## src/oasc_pkg.sv

```systemverilog
`default_nettype none
// ----------------------------------------------------------------------------
// oasc_pkg: shared types and constants of the obstacle avoid speed controller
// Holds field widths, command codes, register indexes, reset values and the
// result and configuration structs that travel between modules.
// ----------------------------------------------------------------------------
package oasc_pkg;

  // Datapath widths
  localparam int DIST_W  = 16;
  localparam int SPEED_W = 10;
  localparam int SUM_W   = SPEED_W + 1;
  localparam int IDX_W   = 4;
  localparam int DATA_W  = 16;

  typedef logic [DIST_W-1:0]  dist_t;
  typedef logic [SPEED_W-1:0] speed_t;
  typedef logic [9:0]         cfg_speed_t;

  // Register indexes
  localparam logic [IDX_W-1:0] REG_OBSTACLE_LIMIT = 4'd0;
  localparam logic [IDX_W-1:0] REG_FAR_LIMIT      = 4'd1;
  localparam logic [IDX_W-1:0] REG_NEAR_LIMIT     = 4'd2;
  localparam logic [IDX_W-1:0] REG_SPEED_FLOOR    = 4'd3;
  localparam logic [IDX_W-1:0] REG_SPEED_CAP      = 4'd4;
  localparam logic [IDX_W-1:0] REG_TURN_SPEED     = 4'd5;
  localparam logic [IDX_W-1:0] REG_STEP_DOWN      = 4'd6;
  localparam logic [IDX_W-1:0] REG_STEP_UP        = 4'd7;

  // Register reset values
  localparam logic [15:0] RST_OBSTACLE_LIMIT = 16'd500;
  localparam logic [15:0] RST_FAR_LIMIT      = 16'd1500;
  localparam logic [15:0] RST_NEAR_LIMIT     = 16'd1000;
  localparam cfg_speed_t  RST_SPEED_FLOOR    = 10'd400;
  localparam cfg_speed_t  RST_SPEED_CAP      = 10'd800;
  localparam cfg_speed_t  RST_TURN_SPEED     = 10'd600;
  localparam cfg_speed_t  RST_STEP_DOWN      = 10'd40;
  localparam cfg_speed_t  RST_STEP_UP        = 10'd100;
  localparam speed_t      RST_SPEED          = SPEED_W'(400);

  // Command codes
  localparam logic       KIND_MOTOR    = 1'b0;
  localparam logic       KIND_SERVO    = 1'b1;
  localparam logic [2:0] DIR_FORWARD   = 3'd0;
  localparam logic [2:0] DIR_BACKWARD  = 3'd1;
  localparam logic [2:0] DIR_STOP      = 3'd2;
  localparam logic [2:0] DIR_LEFT      = 3'd3;
  localparam logic [2:0] DIR_RIGHT     = 3'd4;
  localparam logic [1:0] SERVO_RIGHT   = 2'd0;
  localparam logic [1:0] SERVO_CENTRE  = 2'd1;
  localparam logic [1:0] SERVO_LEFT    = 2'd2;

  typedef enum logic [2:0] {
    MODE_CRUISE     = 3'b001,
    MODE_SCAN_RIGHT = 3'b010,
    MODE_SCAN_LEFT  = 3'b100
  } mode_t;

  typedef struct packed {
    logic [15:0] obstacle_limit;
    logic [15:0] far_limit;
    logic [15:0] near_limit;
    cfg_speed_t  speed_floor;
    cfg_speed_t  speed_cap;
    cfg_speed_t  turn_speed;
    cfg_speed_t  step_down;
    cfg_speed_t  step_up;
  } cfg_t;

  typedef struct packed {
    logic       kind;
    logic [2:0] dir;
    logic [9:0] speed;
    logic [1:0] servo;
    logic       last;
  } result_t;

  // One burst of up to three results caused by a single reading
  typedef struct packed {
    logic [1:0]        count;
    result_t [2:0]     res;
  } burst_t;

  function automatic result_t make_result(logic kind, logic [2:0] dir, logic [9:0] speed,
                                          logic [1:0] servo, logic last);
    result_t r;
    r.kind  = kind;
    r.dir   = dir;
    r.speed = speed;
    r.servo = servo;
    r.last  = last;
    return r;
  endfunction

endpackage
`default_nettype wire

```

## src/obstacle_avoid_speed_controller.sv

```systemverilog
`default_nettype none
// ----------------------------------------------------------------------------
// obstacle_avoid_speed_controller: distance-driven motor and servo commands
// A reading passes the oasc_step hold register, then the oasc_burst result register,
// before its first result can transfer; results leave one per cycle while the sink
// holds ready high, and each reading yields 1 to 3 results, set by its result count.
// Synchronous reset: cruise mode, speed 400, stored readings zero, no output.
// ----------------------------------------------------------------------------
module obstacle_avoid_speed_controller (
  input  wire                         clk,
  input  wire                         rst,
  input  wire                         in_valid,
  output logic                        in_ready,
  input  wire  [15:0]                 distance_reading,
  output logic                        out_valid,
  input  wire                         out_ready,
  output logic                        command_kind,
  output logic [2:0]                  motor_direction,
  output logic [9:0]                  motor_speed,
  output logic [1:0]                  servo_position,
  output logic                        last_of_run,
  input  wire                         cfg_valid,
  output logic                        cfg_ready,
  input  wire  [oasc_pkg::IDX_W-1:0]  cfg_index,
  input  wire  [oasc_pkg::DATA_W-1:0] cfg_data
);
  import oasc_pkg::*;

  cfg_t    cfg;
  burst_t  burst;
  logic    burst_load;
  logic    burst_ready;
  result_t result;

  oasc_cfg_regs u_cfg (
    .clk       (clk),
    .rst       (rst),
    .cfg_valid (cfg_valid),
    .cfg_ready (cfg_ready),
    .cfg_index (cfg_index),
    .cfg_data  (cfg_data),
    .cfg       (cfg)
  );

  oasc_step u_step (
    .clk              (clk),
    .rst              (rst),
    .in_valid         (in_valid),
    .in_ready         (in_ready),
    .distance_reading (distance_reading),
    .cfg              (cfg),
    .burst_ready      (burst_ready),
    .burst_load       (burst_load),
    .burst            (burst)
  );

  oasc_burst u_burst (
    .clk         (clk),
    .rst         (rst),
    .burst_load  (burst_load),
    .burst       (burst),
    .burst_ready (burst_ready),
    .out_valid   (out_valid),
    .out_ready   (out_ready),
    .result      (result)
  );

  // Split the result onto its field ports
  assign command_kind    = result.kind;
  assign motor_direction = result.dir;
  assign motor_speed     = result.speed;
  assign servo_position  = result.servo;
  assign last_of_run     = result.last;

endmodule
`default_nettype wire

```

## src/oasc_cfg_regs.sv

```systemverilog
`default_nettype none
// ----------------------------------------------------------------------------
// oasc_cfg_regs: configuration register file
// Takes one register write per cycle by index; indexes past the list drop.
// ----------------------------------------------------------------------------
module oasc_cfg_regs (
  input  wire                         clk,
  input  wire                         rst,
  input  wire                         cfg_valid,
  output logic                        cfg_ready,
  input  wire  [oasc_pkg::IDX_W-1:0]  cfg_index,
  input  wire  [oasc_pkg::DATA_W-1:0] cfg_data,
  output oasc_pkg::cfg_t              cfg
);
  import oasc_pkg::*;

  assign cfg_ready = 1'b1;

  // Write the addressed register on a transfer
  always_ff @(posedge clk) begin
    if (rst) begin
      cfg.obstacle_limit <= RST_OBSTACLE_LIMIT;
      cfg.far_limit      <= RST_FAR_LIMIT;
      cfg.near_limit     <= RST_NEAR_LIMIT;
      cfg.speed_floor    <= RST_SPEED_FLOOR;
      cfg.speed_cap      <= RST_SPEED_CAP;
      cfg.turn_speed     <= RST_TURN_SPEED;
      cfg.step_down      <= RST_STEP_DOWN;
      cfg.step_up        <= RST_STEP_UP;
    end else if (cfg_valid) begin
      unique case (cfg_index)
        REG_OBSTACLE_LIMIT: cfg.obstacle_limit <= cfg_data;
        REG_FAR_LIMIT:      cfg.far_limit      <= cfg_data;
        REG_NEAR_LIMIT:     cfg.near_limit     <= cfg_data;
        REG_SPEED_FLOOR:    cfg.speed_floor    <= cfg_data[9:0];
        REG_SPEED_CAP:      cfg.speed_cap      <= cfg_data[9:0];
        REG_TURN_SPEED:     cfg.turn_speed     <= cfg_data[9:0];
        REG_STEP_DOWN:      cfg.step_down      <= cfg_data[9:0];
        REG_STEP_UP:        cfg.step_up        <= cfg_data[9:0];
        default: begin
        end
      endcase
    end
  end

endmodule
`default_nettype wire

```

## src/oasc_step.sv

```systemverilog
`default_nettype none
// ----------------------------------------------------------------------------
// oasc_step: input register and per-reading decision logic
// Registers a reading, then in one pass updates mode and speed state and
// builds the burst of commands that the reading causes.
// ----------------------------------------------------------------------------
module oasc_step (
  input  wire                        clk,
  input  wire                        rst,
  input  wire                        in_valid,
  output logic                       in_ready,
  input  wire  [15:0]                distance_reading,
  input  wire  oasc_pkg::cfg_t       cfg,
  input  wire                        burst_ready,
  output logic                       burst_load,
  output oasc_pkg::burst_t           burst
);
  import oasc_pkg::*;

  logic   hold_valid;
  dist_t  hold_dist;
  mode_t  mode;
  mode_t  mode_next;
  speed_t current_speed;
  speed_t speed_next;
  dist_t  previous_reading;
  dist_t  right_reading;

  logic             changed;
  logic [SUM_W-1:0] spd_ext;
  logic [SUM_W-1:0] up_ext;
  logic [SUM_W-1:0] down_ext;
  logic [SUM_W-1:0] floor_ext;
  logic [SUM_W-1:0] cap_ext;
  logic [SUM_W-1:0] sum;
  speed_t           spd_dec;
  speed_t           spd_inc;
  logic [2:0]       turn_dir;

  assign in_ready   = !hold_valid || burst_ready;
  assign burst_load = hold_valid && burst_ready;

  // Hold the reading until the burst stage takes it
  always_ff @(posedge clk) begin
    if (rst) begin
      hold_valid <= 1'b0;
    end else if (in_ready) begin
      hold_valid <= in_valid;
    end
  end

  always_ff @(posedge clk) begin
    if (in_ready && in_valid) begin
      hold_dist <= distance_reading[DIST_W-1:0];
    end
  end

  // Saturating speed step arithmetic
  always_comb begin
    spd_ext   = {1'b0, current_speed};
    up_ext    = SUM_W'(cfg.step_up);
    down_ext  = SUM_W'(cfg.step_down);
    floor_ext = SUM_W'(cfg.speed_floor);
    cap_ext   = SUM_W'(cfg.speed_cap);
    sum       = spd_ext + up_ext;
    spd_dec   = (spd_ext > down_ext) ? SPEED_W'(spd_ext - down_ext) : '0;
    spd_inc   = sum[SPEED_W] ? {SPEED_W{1'b1}} : sum[SPEED_W-1:0];
    changed   = (hold_dist != previous_reading);
    turn_dir  = (hold_dist < right_reading) ? DIR_LEFT : DIR_RIGHT;
  end

  // Decide the burst and the next state
  always_comb begin
    mode_next  = MODE_CRUISE;
    speed_next = current_speed;
    burst      = '0;
    unique case (mode)
      MODE_SCAN_RIGHT: begin
        mode_next    = MODE_SCAN_LEFT;
        burst.count  = 2'd1;
        burst.res[0] = make_result(KIND_SERVO, DIR_FORWARD, 10'd0, SERVO_LEFT, 1'b1);
      end
      MODE_SCAN_LEFT: begin
        burst.count  = 2'd2;
        burst.res[0] = make_result(KIND_SERVO, DIR_FORWARD, 10'd0, SERVO_CENTRE, 1'b0);
        burst.res[1] = make_result(KIND_MOTOR, turn_dir, cfg.turn_speed, SERVO_RIGHT, 1'b1);
      end
      default: begin
        if (hold_dist > cfg.obstacle_limit) begin
          priority if (hold_dist < cfg.far_limit && hold_dist > cfg.near_limit && changed &&
                       spd_ext >= floor_ext) begin
            speed_next = spd_dec;
          end else if (hold_dist < cfg.near_limit && changed && spd_ext > floor_ext) begin
            speed_next = spd_dec;
          end else if (spd_ext < cap_ext && changed) begin
            speed_next = spd_inc;
          end else begin
            speed_next = current_speed;
          end
          burst.count  = 2'd1;
          burst.res[0] = make_result(KIND_MOTOR, DIR_FORWARD, 10'(speed_next),
                                     SERVO_RIGHT, 1'b1);
        end else begin
          mode_next    = MODE_SCAN_RIGHT;
          burst.count  = 2'd3;
          burst.res[0] = make_result(KIND_MOTOR, DIR_BACKWARD, 10'(current_speed),
                                     SERVO_RIGHT, 1'b0);
          burst.res[1] = make_result(KIND_MOTOR, DIR_STOP, 10'd0, SERVO_RIGHT, 1'b0);
          burst.res[2] = make_result(KIND_SERVO, DIR_FORWARD, 10'd0, SERVO_RIGHT, 1'b1);
        end
      end
    endcase
  end

  // Advance state when the burst is taken
  always_ff @(posedge clk) begin
    if (rst) begin
      mode             <= MODE_CRUISE;
      current_speed    <= RST_SPEED;
      previous_reading <= '0;
      right_reading    <= '0;
    end else if (burst_load) begin
      mode          <= mode_next;
      current_speed <= speed_next;
      if (mode == MODE_SCAN_RIGHT) begin
        right_reading <= hold_dist;
      end else if (mode != MODE_SCAN_LEFT) begin
        previous_reading <= hold_dist;
      end
    end
  end

endmodule
`default_nettype wire

```

## src/oasc_burst.sv

```systemverilog
`default_nettype none
// ----------------------------------------------------------------------------
// oasc_burst: result register and burst sequencer
// Holds up to three results of one reading and presents them one per transfer.
// ----------------------------------------------------------------------------
module oasc_burst (
  input  wire                clk,
  input  wire                rst,
  input  wire                burst_load,
  input  wire oasc_pkg::burst_t burst,
  output logic               burst_ready,
  output logic               out_valid,
  input  wire                out_ready,
  output oasc_pkg::result_t  result
);
  import oasc_pkg::*;

  result_t [2:0] res;
  logic [1:0]    rem;
  logic [1:0]    idx;

  assign out_valid   = (rem != 2'd0);
  assign burst_ready = (rem == 2'd0) || (rem == 2'd1 && out_ready);

  // Select the current result of the burst
  always_comb begin
    unique case (idx)
      2'd1:    result = res[1];
      2'd2:    result = res[2];
      default: result = res[0];
    endcase
  end

  // Load a new burst or advance on each transfer
  always_ff @(posedge clk) begin
    if (rst) begin
      rem <= 2'd0;
      idx <= 2'd0;
    end else if (burst_load) begin
      rem <= burst.count;
      idx <= 2'd0;
    end else if (out_valid && out_ready) begin
      rem <= rem - 2'd1;
      idx <= idx + 2'd1;
    end
  end

  always_ff @(posedge clk) begin
    if (burst_load) begin
      res <= burst.res;
    end
  end

endmodule
`default_nettype wire
```

## config.mk

```make
export PLATFORM = sky130hd
export DESIGN_NAME = obstacle_avoid_speed_controller
export DESIGN_NICKNAME = d
export VERILOG_FILES = /design/src/oasc_pkg.sv /design/src/obstacle_avoid_speed_controller.sv /design/src/oasc_cfg_regs.sv /design/src/oasc_step.sv /design/src/oasc_burst.sv
export SDC_FILE = /design/constraint.sdc
export NUM_CORES = 1
export LEC_CHECK = 0
export ABC_AREA = 1
export BUFFER_PORTS_ARGS = -buffer_cell sky130_fd_sc_hd__buf_4
export CAP_MARGIN = 20
export CELL_PAD_IN_SITES_DETAIL_PLACEMENT = 1
export CELL_PAD_IN_SITES_GLOBAL_PLACEMENT = 2
export CORE_ASPECT_RATIO = 0.8
export CORE_UTILIZATION = 37
export CTS_BUF_LIST = sky130_fd_sc_hd__clkbuf_16
export CTS_CLUSTER_SIZE = 12
export DETAILED_ROUTE_END_ITERATION = 10
export PLACE_DENSITY_LB_ADDON = 0.1
export SLEW_MARGIN = 20
export SYNTH_ARGS = -nofsm -noshare
export SYNTH_HDL_FRONTEND = slang
export SYNTH_HIERARCHICAL = 1
export SYNTH_SLANG_ARGS = --single-unit
```

## constraint.sdc

```tcl
create_clock -name clk -period 3.95 [get_ports clk]
set_input_delay 0.1975 -clock clk [delete_from_list [all_inputs] [get_ports clk]]
set_output_delay 0.1975 -clock clk [all_outputs]
set_load 0.02 [all_outputs]
```

# --- After elaboration in Yosys (flattened, before gate mapping) ---
# Cells that the tools add are included.
totals:
  in_bits: 41
  wordCells: 107
  output_inout_bits: 20
  reg_bits: 215
classes:
  mux: 17
  n_reduce_logical: 30
  n_bitwise: 2
  n_eq_ne: 14
  order_cmp: 9
  n_addsub: 4
ops:
  columns: ["cell", "n"]
  rows:
  - ["case mux 17 bit (2 select lines)", 3]
  - ["two-way mux 10 bit", 5]
  - ["< comparator 16 bit", 3]
  - ["two-way mux 34 bit", 1]
  - ["> comparator 16 bit", 2]
  - ["> comparator 10 bit", 2]
  - ["AND reduction 2 bit", 9]
  - ["equality test 4 x 3 -> 1 bit, second input constant", 4]
  - ["!= test 16 bit", 1]
  - ["two-way mux 14 bit", 1]
  - ["adder 10 x 10 -> 11 bit", 1]
  - [">= comparator 10 bit", 1]
  - ["logical AND 1 bit", 10]
  - ["< comparator 10 bit", 1]
  - ["subtractor 10 bit", 1]
  - ["equality test 4 x 2 -> 1 bit, second input constant", 2]
  - ["two-way mux 2 bit", 4]
  - ["case mux 3 bit (2 select lines)", 1]
  - ["AND reduction 3 bit", 2]
  - ["equality test 2 x 1 -> 1 bit, second input constant", 2]
  - ["equality test 4 x 1 -> 1 bit, second input constant", 1]
  - ["zero test 4 bit", 1]
  - ["case mux 2 bit (2 select lines)", 1]
  - ["nonzero test 2 bit", 2]
  - ["other kinds (12)", 15]

# --- Depth between registers and ports, before layout ---
depth:
  depth_word: 7
  mapped_depth: 18

# --- By module ---
# Netlist, hierarchy kept.
modules_own_cells:
  columns: ["module", "instances", "area_per_inst_um2", "cells_per_inst"]
  rows:
  - ["oasc_step", 1, 6317.3, 967]
  - ["oasc_cfg_regs", 1, 3923.8, 549]
  - ["oasc_burst", 1, 2244.7, 165]

# --- Worst setup path before layout ---
# OpenSTA, ideal clock, no wires.
synth_path:
  path_type: "register to register"
  startpoint: "reg u_burst.rem[0]"
  endpoint: "reg u_step.current_speed[9]"
  path_buffers: 0
  arrival_ns: 2.804
  path_slack_ns: 1.087
  required_ns: 3.892
  path_stages_with_launch: 13
  path_cell_list: "dfxtp_1 > inv_1 > ha_1 > inv_2 > nand2_1 > nand2_1 > inv_1 > nand2_1 > nor2_4 > nand3_2 > nor2_2 > nand3_1 > nand2_1"
synth_via:
  elab_chain_len: 5
synth_rtl:
  columns: ["element", "line_no", "text"]
  rows:
  - ["start, declared", "oasc_burst.sv:19", "logic [1:0] rem;"]
  - ["start signal, assigned", "oasc_burst.sv:40", "rem <= burst.count;"]
  - ["start signal, assigned", "oasc_burst.sv:43", "rem <= rem - 2'd1;"]
  - ["equality test 2 x 1 -> 1 bit", "oasc_burst.sv:23", "assign burst_ready = (rem == 2'd0) || (rem == 2'd1 && out_ready);"]
  - ["logical AND 1 bit", "oasc_burst.sv:23", null]
  - ["logical OR 1 bit (*)", "oasc_burst.sv:23", null]
  - ["via burst_ready", "obstacle_avoid_speed_controller.sv:32", "logic burst_ready;"]
  - ["logical AND 1 bit (*)", "oasc_step.sv:41", "assign burst_load = hold_valid && burst_ready;"]
  - ["via burst_load", "obstacle_avoid_speed_controller.sv:31", "logic burst_load;"]
  - ["AND reduction 3 bit (no source line) (*)", null, null]
  - ["end signal, assigned", "oasc_step.sv:124", "current_speed <= speed_next;"]
  - ["end, declared", "oasc_step.sv:24", "speed_t current_speed;"]
# The timed path passes the listed nets; every way through them passes the cells marked *.
# A chain may end at the register's enable or synchronous reset.

==> out/metrics.csv <==
metric,value,unit
CP endpoint kind,register,
total global routing overflow,0,
placed cell count,2125,
GR Util All Layers,22.7,%
crit-path max FO,10,
arrival time worst endpoint,3.26,ns
post-CTS setup buffer count,0,
Non-Filler Instances,2205,
Reg2Reg Setup Slack,1.17,ns
Peak VDD IR,242,uV
Sink Count,215,
setup repair after global routing missed its margin,no,
1st-iter DRT viols,531,
status,"complete, no violations",
"Seq/Total Area, Yosys",39.8,%
die area,0.0345,mm2
Hold Path End,u_cfg/cfg[56],
clk_lat worst skew,0.55,ns
die width,207,um
setup TNS,0,ns
post-CTS sizing,0,
Initial Util,38.0,%
Placer Congestion,0.844,
Root Buffer,clkbuf_16,
Avg Inst Size Synth,7.43,um2
WS Path Type,register to register,
Worst-path clk slew,0.06,ns
H-Tree Depth,1,
post-synth cell types,45,
worst flop-to-flop path endpoint,u_burst/rem[1],
Worst-Margin Slew,0.960,ns
largest net degree at the start of global routing,59,
final setup violating endpoints,0,
RR Startpoint,u_step/hold_dist[15],
core box area,0.0329,mm2
# DRC,0,
Final min period,2.78,ns
Post-Synthesis Cell Area,0.0125,mm2
"EDFF count, synth",67,
maxcap violations,0,
fin area,0.0142,mm2
# diodes,0,
CTS tree,done,
share of cells above drive strength 1,9.56,%
FP Rows,59,
Final Routed Wirelength,38300,um
Hold Path Origin,cfg_data[6],
leakage,6.79,nW
layout net count,1908,
routed via count,10700,
WL/cell,17.4,um
period utilization,70.4,%
Post-synth ARST share,0,%
post-route ant nets,0,
Buffers on Ports,59,
Synth Instances,1681,
Placement Setup Slack,1.19,ns
hold slack,0.0163,ns
Synth Register Bits,215,
HPWL Detailed,28300,um
Syn-to-layout area delta,13.7,%
I/O Pins,61,
post-layout util,43.2,%
Slew HR,35.8,%
Worst Setup Start Kind,register,
vias in the first global route,10800,
R2R cell count,15,
Pre-antenna DRT Iters,5,
Max Clock Skew,0.00825,ns
Power Total,7.10,mW
maximum clock insertion buffer count,3,
dpl cell area,0.0131,mm2
Hold Crit Depth,3,
YS warnings,6,
setup ws final,1.17,ns
initial antenna violation count,0,
Worst EP required,4.43,ns
Via density,4.84,
hold crit path type,primary input to register,
pwr/cell area,500,mW/mm2
clock buffer count from CTS,25,
Fmax,359,MHz
die height,166,um
ys flop type,dfxtp_1,
first-pass GRT wire length,61200,um
count of final max-slew check failures,0,
Final Hold Viols,0,
state kept, by name, indices dropped and copies added, names as in the netlist:
| signal | cells |
|---|---|
| u_burst/idx | 2 |
| u_burst/res | 51 |
| u_step/previous_reading | 16 |
| u_burst/rem | 2 |
| u_step/current_speed | 10 |
| u_cfg/cfg | 98 |
| u_step/hold_valid | 1 |
| u_step/right_reading | 16 |
| u_step/mode | 3 |
| u_step/hold_dist | 16 |
layer usage:
metal | GRT usage (%) | part of all wire [%]
met1 | 34.5 | 54
met2 | 34.4 | 42
met3 | 2.72 | 3.0
met4 | 4.32 | 1.6
met5 | 0 | 0
placed cells by master, fill, tap and decap left out, types with 3 or more instances in the layout:
master         Yosys  routed
a21o_1             4       4
a21oi_1          106     106
a21oi_2           10      10
buf_4             31      67
clkbuf_16          0      25
clkinv_1           1       6
conb_1             2      21
dfxtp_1          148     148
dlygate4sd3_1      0      35
edfxtp_1          67      67
ha_1             105     105
inv_1            226     234
inv_2             11      12
nand2_1          452     452
nand2_2            6       6
nand2_4            3       3
nand3_1           96      96
nand4_1           20      20
nor2_1           218     218
nor2_2            22      22
nor2_4             8       8
nor3_1             4       4
o21ai_0           47      47
o21ai_1           11      11
o21bai_1           4       4
or2_2              3       3
xnor2_1           11      11
xor2_1             8       8
how the worst max path moves through the flow:
stage	from	to	slack (ns)	depth (start not counted)
floorplan	u_burst/rem[0]	u_step/current_speed[9]	1.09	12
CTS	u_step/hold_dist[15]	u_burst/rem[1]	1.17	15
global route	u_step/hold_dist[13]	u_burst/rem[1]	0.89	16
detailed placement	u_step/hold_dist[15]	u_burst/rem[1]	1.19	15
finish	u_step/hold_dist[15]	u_burst/rem[1]	1.17	15
global placement	u_step/hold_dist[13]	u_burst/rem[1]	1.26	16
logic make-up after synthesis:
group | count (synthesis) | synth area share (%)
AO/OA/AOI/OAI | 189 | 8.17
XOR/XNOR | 19 | 1.33
adder cells (fa/ha/maj) | 107 | 10.8
buffers and inverters | 309 | 11.4
flip-flops | 215 | 39.8
other | 2 | 0.0601
AND/OR/NAND/NOR | 840 | 28.4
cells in the mapped netlist (3+ instances only):
library cell | number | area share, %
a21o_1 | 4 | 0.24
a21oi_1 | 106 | 4.2
a21oi_2 | 10 | 0.70
buf_1 | 3 | 0.090
buf_2 | 6 | 0.24
buf_4 | 31 | 1.9
buf_6 | 9 | 0.81
clkbuf_1 | 16 | 0.48
dfxtp_1 | 148 | 24
edfxtp_1 | 67 | 16
ha_1 | 105 | 11
inv_1 | 226 | 6.8
inv_2 | 11 | 0.33
nand2_1 | 452 | 14
nand2_2 | 6 | 0.30
nand2_4 | 3 | 0.27
nand3_1 | 96 | 3.8
nand4_1 | 20 | 1.0
nor2_1 | 218 | 6.6
nor2_2 | 22 | 1.1
nor2_4 | 8 | 0.72
nor3_1 | 4 | 0.16
o21ai_0 | 47 | 1.9
o21ai_1 | 11 | 0.44
o21bai_1 | 4 | 0.24
or2_2 | 3 | 0.15
xnor2_1 | 11 | 0.77
xor2_1 | 8 | 0.56
layout make-up:
cell class,count,area [um2]
Clock inverter,20,130
Sequential cell,215,4970
Multi-Input combinational cell,1176,6160
Fill cell,4132,18700
Inverter,240,913
Timing Repair Buffer,102,853
Clock buffer,25,626
Tap cell,427,534
power breakdown:
group	switching (mW)	internal [mW]	total (mW)
Sequential	0.201	2.53	2.73
Combinational	1.42	0.759	2.18
Clock	0.972	1.22	2.19
Total	2.59	4.51	7.10
repair_timing:
item                                    CTS  global route
endpoints found under the setup margin    0             0
hold endpoints to repair                 60             0
hold buffers                             35             0
worst max-delay path, stage by stage (launching register included):
cell and delay, ns:
edfxtp_1 0.54, ha_1 0.36, nand2_1 0.06, inv_1 0.07, nand3_1 0.11, nor2_1 0.22, nand3_1 0.18, nand2_1 0.23
nand2_2 0.21, inv_2 0.23, nor2_1 0.08, inv_1 0.06, nand2_1 0.06, o21ai_0 0.11, nand2_1 0.07, a21oi_1 0.11
No activity file was read; power rests on OpenSTA's default activity.
